==> src/design/c8_pkg.sv <==
// ----------------------------------------------------------------------------
// c8_pkg
// shared constants, types and helpers of the chip8 core
// ----------------------------------------------------------------------------
package c8_pkg;

  localparam int MEM_BYTES     = 4096;
  localparam int ADDR_W        = 12;
  localparam int SCREEN_W      = 64;
  localparam int SCREEN_H      = 32;
  localparam int ROW_W         = 5;
  localparam int COL_W         = 6;
  localparam int STACK_DEPTH   = 16;
  localparam int TICK_W        = 32;
  localparam int RATE_W        = 16;
  localparam logic [ADDR_W-1:0] PROGRAM_START = 12'h200;
  localparam logic [4:0]  NO_KEY     = 5'd16;
  localparam logic [15:0] RATE_RESET = 16'd8;
  localparam logic [6:0]  RAND_DIV_LAST = 7'd99;

  // item kinds carried in tuser
  localparam logic [1:0] KIND_TICK  = 2'd0;
  localparam logic [1:0] KIND_WRITE = 2'd1;
  localparam logic [1:0] KIND_READ  = 2'd2;

  // opcode groups (top nibble)
  localparam logic [3:0] OP_SYS  = 4'h0;
  localparam logic [3:0] OP_JP   = 4'h1;
  localparam logic [3:0] OP_CALL = 4'h2;
  localparam logic [3:0] OP_SEI  = 4'h3;
  localparam logic [3:0] OP_SNEI = 4'h4;
  localparam logic [3:0] OP_SER  = 4'h5;
  localparam logic [3:0] OP_LDI  = 4'h6;
  localparam logic [3:0] OP_ADDI = 4'h7;
  localparam logic [3:0] OP_ALU  = 4'h8;
  localparam logic [3:0] OP_SNER = 4'h9;
  localparam logic [3:0] OP_LDX  = 4'hA;
  localparam logic [3:0] OP_JPV  = 4'hB;
  localparam logic [3:0] OP_RND  = 4'hC;
  localparam logic [3:0] OP_DRW  = 4'hD;
  localparam logic [3:0] OP_KEY  = 4'hE;
  localparam logic [3:0] OP_MISC = 4'hF;

  // low byte codes
  localparam logic [7:0] LO_CLS  = 8'hE0;
  localparam logic [7:0] LO_RET  = 8'hEE;
  localparam logic [7:0] LO_SKP  = 8'h9E;
  localparam logic [7:0] LO_SKNP = 8'hA1;
  localparam logic [7:0] LO_GDT  = 8'h07;
  localparam logic [7:0] LO_WKEY = 8'h0A;
  localparam logic [7:0] LO_SDT  = 8'h15;
  localparam logic [7:0] LO_SST  = 8'h18;
  localparam logic [7:0] LO_ADDX = 8'h1E;
  localparam logic [7:0] LO_FONT = 8'h29;
  localparam logic [7:0] LO_BCD  = 8'h33;
  localparam logic [7:0] LO_STR  = 8'h55;
  localparam logic [7:0] LO_LDR  = 8'h65;

  // alu sub-ops
  localparam logic [3:0] ALU_MOV = 4'h0;
  localparam logic [3:0] ALU_OR  = 4'h1;
  localparam logic [3:0] ALU_AND = 4'h2;
  localparam logic [3:0] ALU_XOR = 4'h3;
  localparam logic [3:0] ALU_ADD = 4'h4;
  localparam logic [3:0] ALU_SUB = 4'h5;
  localparam logic [3:0] ALU_SHR = 4'h6;
  localparam logic [3:0] ALU_SBN = 4'h7;
  localparam logic [3:0] ALU_SHL = 4'hE;

  localparam logic [3:0] REG_F = 4'hF;

  typedef enum logic [4:0] {
    S_IDLE, S_MWR, S_PIX, S_DIV, S_TMR, S_F0, S_F1, S_F2, S_RX, S_RY,
    S_EXEC, S_DR0, S_DR1, S_DR2, S_BCD, S_ST, S_LD0, S_LD1, S_DONE
  } state_t;

  typedef struct packed {
    logic                start;
    logic [TICK_W-1:0]   dividend;
    logic [RATE_W-1:0]   divisor;
  } div_req_t;

  // decimal digit of an 8-bit value, digit 0 = hundreds
  function automatic logic [7:0] bcd_digit(input logic [7:0] v, input logic [1:0] sel);
    logic [1:0]  h;
    logic [6:0]  r;
    logic [14:0] p;
    logic [3:0]  t;
    h = (v >= 8'd200) ? 2'd2 : ((v >= 8'd100) ? 2'd1 : 2'd0);
    r = 7'(v - 8'(h * 7'd100));
    p = 15'(r) * 15'd205;
    t = p[14:11];
    unique case (sel)
      2'd0:    bcd_digit = {6'd0, h};
      2'd1:    bcd_digit = {4'd0, t};
      default: bcd_digit = {1'b0, 7'(r - 7'(t * 4'd10))};
    endcase
  endfunction

endpackage

==> src/design/c8_mod.sv <==
// ----------------------------------------------------------------------------
// c8_mod
// serial remainder unit, one quotient bit per cycle
// ----------------------------------------------------------------------------
module c8_mod
  import c8_pkg::*;
(
  input  logic              clk,
  input  logic              rst,
  input  div_req_t          req,
  output logic              done,
  output logic [RATE_W-1:0] rem
);

  logic [TICK_W-1:0]         dq;
  logic [RATE_W-1:0]         dvs;
  logic [$clog2(TICK_W)-1:0] cnt;
  logic                      busy;
  logic [RATE_W:0]           trial;

  assign trial = {rem, dq[TICK_W-1]};

  always_ff @(posedge clk) begin
    if (rst) begin
      busy <= 1'b0;
      done <= 1'b0;
      cnt  <= '0;
    end else begin
      done <= 1'b0;
      if (req.start) begin
        busy <= 1'b1;
        cnt  <= '0;
        dq   <= req.dividend;
        dvs  <= req.divisor;
        rem  <= '0;
      end else if (busy) begin
        dq <= {dq[TICK_W-2:0], 1'b0};
        if (trial >= {1'b0, dvs}) begin
          rem <= RATE_W'(trial - {1'b0, dvs});
        end else begin
          rem <= trial[RATE_W-1:0];
        end
        cnt <= cnt + 1'b1;
        if (cnt == '1) begin
          busy <= 1'b0;
          done <= 1'b1;
        end
      end
    end
  end

endmodule

==> config.mk <==
export PLATFORM = sky130hd
export DESIGN_NAME = c8_mod
export DESIGN_NICKNAME = d
export VERILOG_FILES = /design/src/design/c8_pkg.sv /design/src/design/c8_mod.sv
export SDC_FILE = /design/constraint.sdc
export NUM_CORES = 1
export LEC_CHECK = 0
export BUFFER_PORTS_ARGS = -buffer_cell sky130_fd_sc_hd__buf_2
export CORE_MARGIN = 2
export CORE_UTILIZATION = 50
export CTS_CLUSTER_SIZE = 12
export DETAILED_ROUTE_END_ITERATION = 8
export GPL_TIMING_DRIVEN = 1
export PLACE_DENSITY = 0.84
export SLEW_MARGIN = 15
export SYNTH_ARGS = -nofsm -noshare
export SYNTH_HDL_FRONTEND = slang
export SYNTH_SLANG_ARGS = --single-unit
==> constraint.sdc <==
create_clock -name clk -period 4 [get_ports clk]
set_input_delay 0.6 -clock clk [delete_from_list [all_inputs] [get_ports clk]]
set_output_delay 0.6 -clock clk [all_outputs]
set_load 0.005 [all_outputs]
==> Word level (Yosys, flattened, before mapping) <==
Index checks and enable logic that the tools add are counted.
{ "totals": {"regBits": 71, "in_bits": 51, "output_inout_bits": 17, "wordCells": 25} }
{ "op_classes": {"addsub": 2, "n_lt_le_gt_ge": 1, "n_eq_ne": 1, "mux": 8, "n_bitwise": 2, "n_reduce_logical": 5} }
{ "ops": {"columns": ["cell", "n"], "rows": [
  ["2-to-1 mux 32 bit", 2],
  ["2-to-1 mux 16 bit", 2],
  ["greater-or-equal comparator 17 x 16 -> 1 bit", 1],
  ["subtractor 16 bit", 1],
  ["adder 5 x 1 -> 5 bit, second input constant", 1],
  ["equality test 5 bit, second input constant", 1],
  ["2-to-1 mux 1 bit", 4],
  ["AND reduction 2 bit", 2],
  ["OR reduction 3 bit", 1],
  ["NOT 1 bit", 2],
  ["nonzero test 2 bit", 1],
  ["OR reduction 2 bit", 1]
]} }

==> Longest topological paths before layout <==
{ "logic_depth": {"word_depth": 4, "mapped_depth": 10, "depth_no_buf": 10} }

==> Worst setup path after synthesis <==
OpenSTA, ideal clock, no wires.
{ "synth_timing": {"path_kind": "in2reg", "startpoint": "in req[48] (netlist bit)", "endpoint": "reg dq[0], enable pin", "t_arrival_ns": 3.233, "required_time_ns": 3.546, "setup_slack_ns": 0.314, "path_stages": 4, "cell_sequence": "clkbuf_1 clkbuf_1 nor2_1 nor2_1"} }
{ "synth_between": {"elab_chain_cells": 2} }
{ "synth_rtl": {"columns": ["item", "line", "source"], "rows": [
  ["start, declared", "c8_mod.sv:10", "input div_req_t req,"],
  ["nonzero test 2 bit (no line)", null, null],
  ["AND reduction 2 bit (no line)", null, null],
  ["end signal, assigned", "c8_mod.sv:33", "dq <= req.dividend;"],
  ["end signal, assigned", "c8_mod.sv:37", "dq <= {dq[TICK_W-2:0], 1'b0};"],
  ["end, declared", "c8_mod.sv:15", "logic [TICK_W-1:0] dq;"]
]} }
Every way passes these cells.
A chain may end at the register's enable or synchronous reset.

==> Worst setup path in the final report <==
{ "layout_timing": {"startpoint": "reg dq[31]", "endpoint": "reg rem[14] (data pin)"} }
{ "layout_between": {"elab_chain_cells": 3, "word_cells_on_any_way": 4} }
{ "layout_rtl": {"columns": ["item", "line", "source"], "rows": [
  ["subtractor 16 bit or greater-or-equal comparator 17 x 16 -> 1 bit (tied branches)", "c8_mod.sv:39, c8_mod.sv:38", null],
  ["2-to-1 mux 16 bit (*)", "c8_mod.sv:38", "if (trial >= {1'b0, dvs}) begin"],
  ["2-to-1 mux 16 bit (*)", "c8_mod.sv:36", "end else if (busy) begin"],
  ["end signal, assigned", "c8_mod.sv:39", "rem <= RATE_W'(trial - {1'b0, dvs});"],
  ["end signal, assigned", "c8_mod.sv:41", "rem <= trial[RATE_W-1:0];"],
  ["end, declared", "c8_mod.sv:12", "output logic [RATE_W-1:0] rem"]
]} }
Every way passes the cells marked *; elsewhere a longest branch is shown, timed or not. The select of a mux whose other input is x is not followed.

==> key figures <==
Pwr
  – Leak: 1.81 nW
  – Pwr Density: 451 nW/um^2
  – VDD IR-drop max: 0.231 mV

Detailed routing
  – Post-route ant nets: 0
  – # DRC: 0
  – Pre-antenna DRT Iters: 4
  – Vias: 2,582
  – Met2 WL: 3.34 mm
  – Vias per cell: 5.46
  – DR iter-0 viols: 133
  – WL met3: 665 um
  – Top Layer Used: met4
  – Routed met1 length: 3.14 mm
  – Routed length per instance: 15.5 um
  – Wirelength, routed: 7.32 mm

Synthesis
  – Yosys top cell area share: 51.0%
  – Yosys warns: 0
  – Primary FF master, synth: edfxtp_1
  – Sequential area share after synthesis: 54.8%
  – Unique masters post-synth: 50
  – Most frequent cell after synthesis: edfxtp_1
  – Post-synth top cells: 64 x edfxtp_1, 31 x mux2_2, 21 x nor2_1
  – Syn_area_per_cell: 12.5 um^2
  – Gate Count Post-Synth: 301
  – Synthesized cell area: 3760 um^2
  – Top cells by area, synth: edfxtp_1 51%, mux2_2 9.3%, ha_1 6.0%
  – EDFF count, synth: 64
  – Area leader, netlist: edfxtp_1
  – Fraction of registers with async set/reset: 0%
  – Synth Register Bits: 71
  – Mapped Nets: 371

Clock network
  – Post-cts sizing count: 0
  – Clock transition at path regs: 0.08 ns
  – Clk_lat worst skew: 0.35 ns
  – Post-CTS Setup Bufs: 0
  – CTS H-tree depth: 3
  – Hold_buf cts: 0
  – CTS Buf Count: 9
  – Max clock buf depth: 2
  – TritonCTS clock tree: done
  – CTS Root Cell: clkbuf_8
  – Clk sinks: 71

GRT
  – Global-route wire length before repair: 12.3 mm
  – GR Overflow Total: 0
  – GRT Overall Usage: 19.1%
  – Initial antenna violation count: 0
  – Largest net degree at the start of global routing: 53
  – Vias in the first global route: 2,683

Timing
  – Endpoints failing setup: 0
  – Final hold vios: 0
  – RSZ-0062 raised after global routing: no
  – Max-Slew Margin vs Limit: 58.3%
  – Fin. max-slew vios: 0
  – Setup_tns: 0 ns
  – Tcrit/Tclk final: 66.5%
  – Measured slew at the worst slew-check pin: 0.625 ns
  – Fmax achieved: 0.376 GHz
  – Final Critical Period: 2.66 ns
  – Max Clock Skew: 0.00830 ns

Floorplan
  – Chip width: 90.8 um
  – Core area: 7250 um^2
  – DIE HEIGHT: 90.8 um
  – Initial Utilization: 51.9%
  – Rows: 31
  – Top Ports: 68
  – Die ar.: 8240 um^2

Setup path
  – Worst EP required: 4.07 ns
  – CP Capture Type: flip-flop
  – Worst-path maximum fanout: 3
  – Startpoint types: flip-flop
  – Setup CP Type: flip-flop to flip-flop
  – WP data arrival: 2.73 ns
  – R2r setup slk: 1.34 ns

Placed design
  – Input/output buffers: 67
  – Routability cong.: 0.958
  – Hpwl dp: 5.13 mm
  – Inst Count DP: 457

Layout
  – Layout cells sized above 1: 35.3%
  – Ant diodes: 0
  – P&R area growth vs syn: 16.9%
  – Total Nets Final: 439
  – Non-filler cells, final: 473

Job
  – Max-cap violations: 0

Worst hold path
  – Hold WC Path Type: input pin to flip-flop

Status
  – Status: completed
-- worst max-delay path, cell delays in order (launching register included) --
cell and delay [ns]:
edfxtp_1 0.39, inv_1 0.07, ha_1 0.15, inv_1 0.05, fa_1 0.42, a21o_1 0.23
a221oi_2 0.39, o21bai_1 0.19, and3_1 0.21, nor3_1 0.19, a211oi_1 0.09
-- registers in the layout (all words and copies together) (netlist names) --
name	flops
busy	1
cnt	5
done	1
dq	32
dvs	16
rem	16
-- cells in the final DEF (no fill, tap or decap), types with 3 or more instances in the layout --
master,instances
buf_2,67
edfxtp_1,64
mux2_2,31
nor2_1,20
nand2_1,20
ha_1,18
inv_1,17
a21oi_1,16
a21o_1,11
xnor2_1,9
clkbuf_8,9
dfxtp_1,7
xor2_1,6
a211oi_1,6
nor3b_1,5
nand4_1,4
mux2i_1,4
nor3_1,4
and3_1,3
nand2b_1,3
o21ai_0,3
o21bai_1,3
buf_4,3
-- per-layer routing --
metal	track usage, %	up-vias
met2	29.8	91
met1	23.5	1225
met3	7.18	19
met5	0	-
met4	8.84	0
li1	-	1247
-- worst paths after layout --
check | from | cells past startpoint | to
worst min register to register | cnt[3] | 2 | cnt[3]
worst max-delay path | dq[31] | 10 | rem[14]
worst min-delay path | req[3] | 1 | dvs[3]
worst max register to register | dq[31] | 10 | rem[14]
-- report_power, final --
group	switching [mW]	internal, mW	total, mW
Clock	0.271	0.349	0.620
Combinational	0.254	0.205	0.459
Sequential	0.0252	0.882	0.907
-- kinds of logic (layout without fill, tap and decap cells) --
| family | Yosys count | after routing | synth area share, % |
|---|---|---|---|
| adder cells (fa/ha/maj) | 19 | 19 | 6.51 |
| XOR/XNOR | 15 | 15 | 3.49 |
| multiplexers | 35 | 35 | 10.3 |
| AO/OA/AOI/OAI | 60 | 60 | 12.2 |
| buffers and inverters | 30 | 103 | 3.46 |
| flip-flops | 71 | 71 | 54.8 |
| AND/OR/NAND/NOR | 71 | 71 | 9.27 |
-- cell type report --
type                    count  area, um^2
fillers                   596        2850
flip-flops and latches     71        2060
multi-input cells         200        1580
repair buffers             70         358
clock buffers              10         128
well taps                  99         124
clock inverters             6        85.1
inverters                  17        63.8
-- stage by stage --
stage,area [um^2],hold slack [ns],total power [mW],setup WS [ns],util (%)
2_1_floorplan,3760,0.467,1.27,0.314,-
3_3_place_gp,4190,0.484,1.37,1.38,57.7
3_5_place_dp,4190,0.507,1.38,1.40,57.7
4_1_cts,4400,0.403,2.00,1.38,60.7
5_1_grt,4400,0.408,2.09,1.12,60.7
6_report,4400,0.425,1.99,1.34,60.7
No activity file was read; power rests on OpenSTA's default activity.
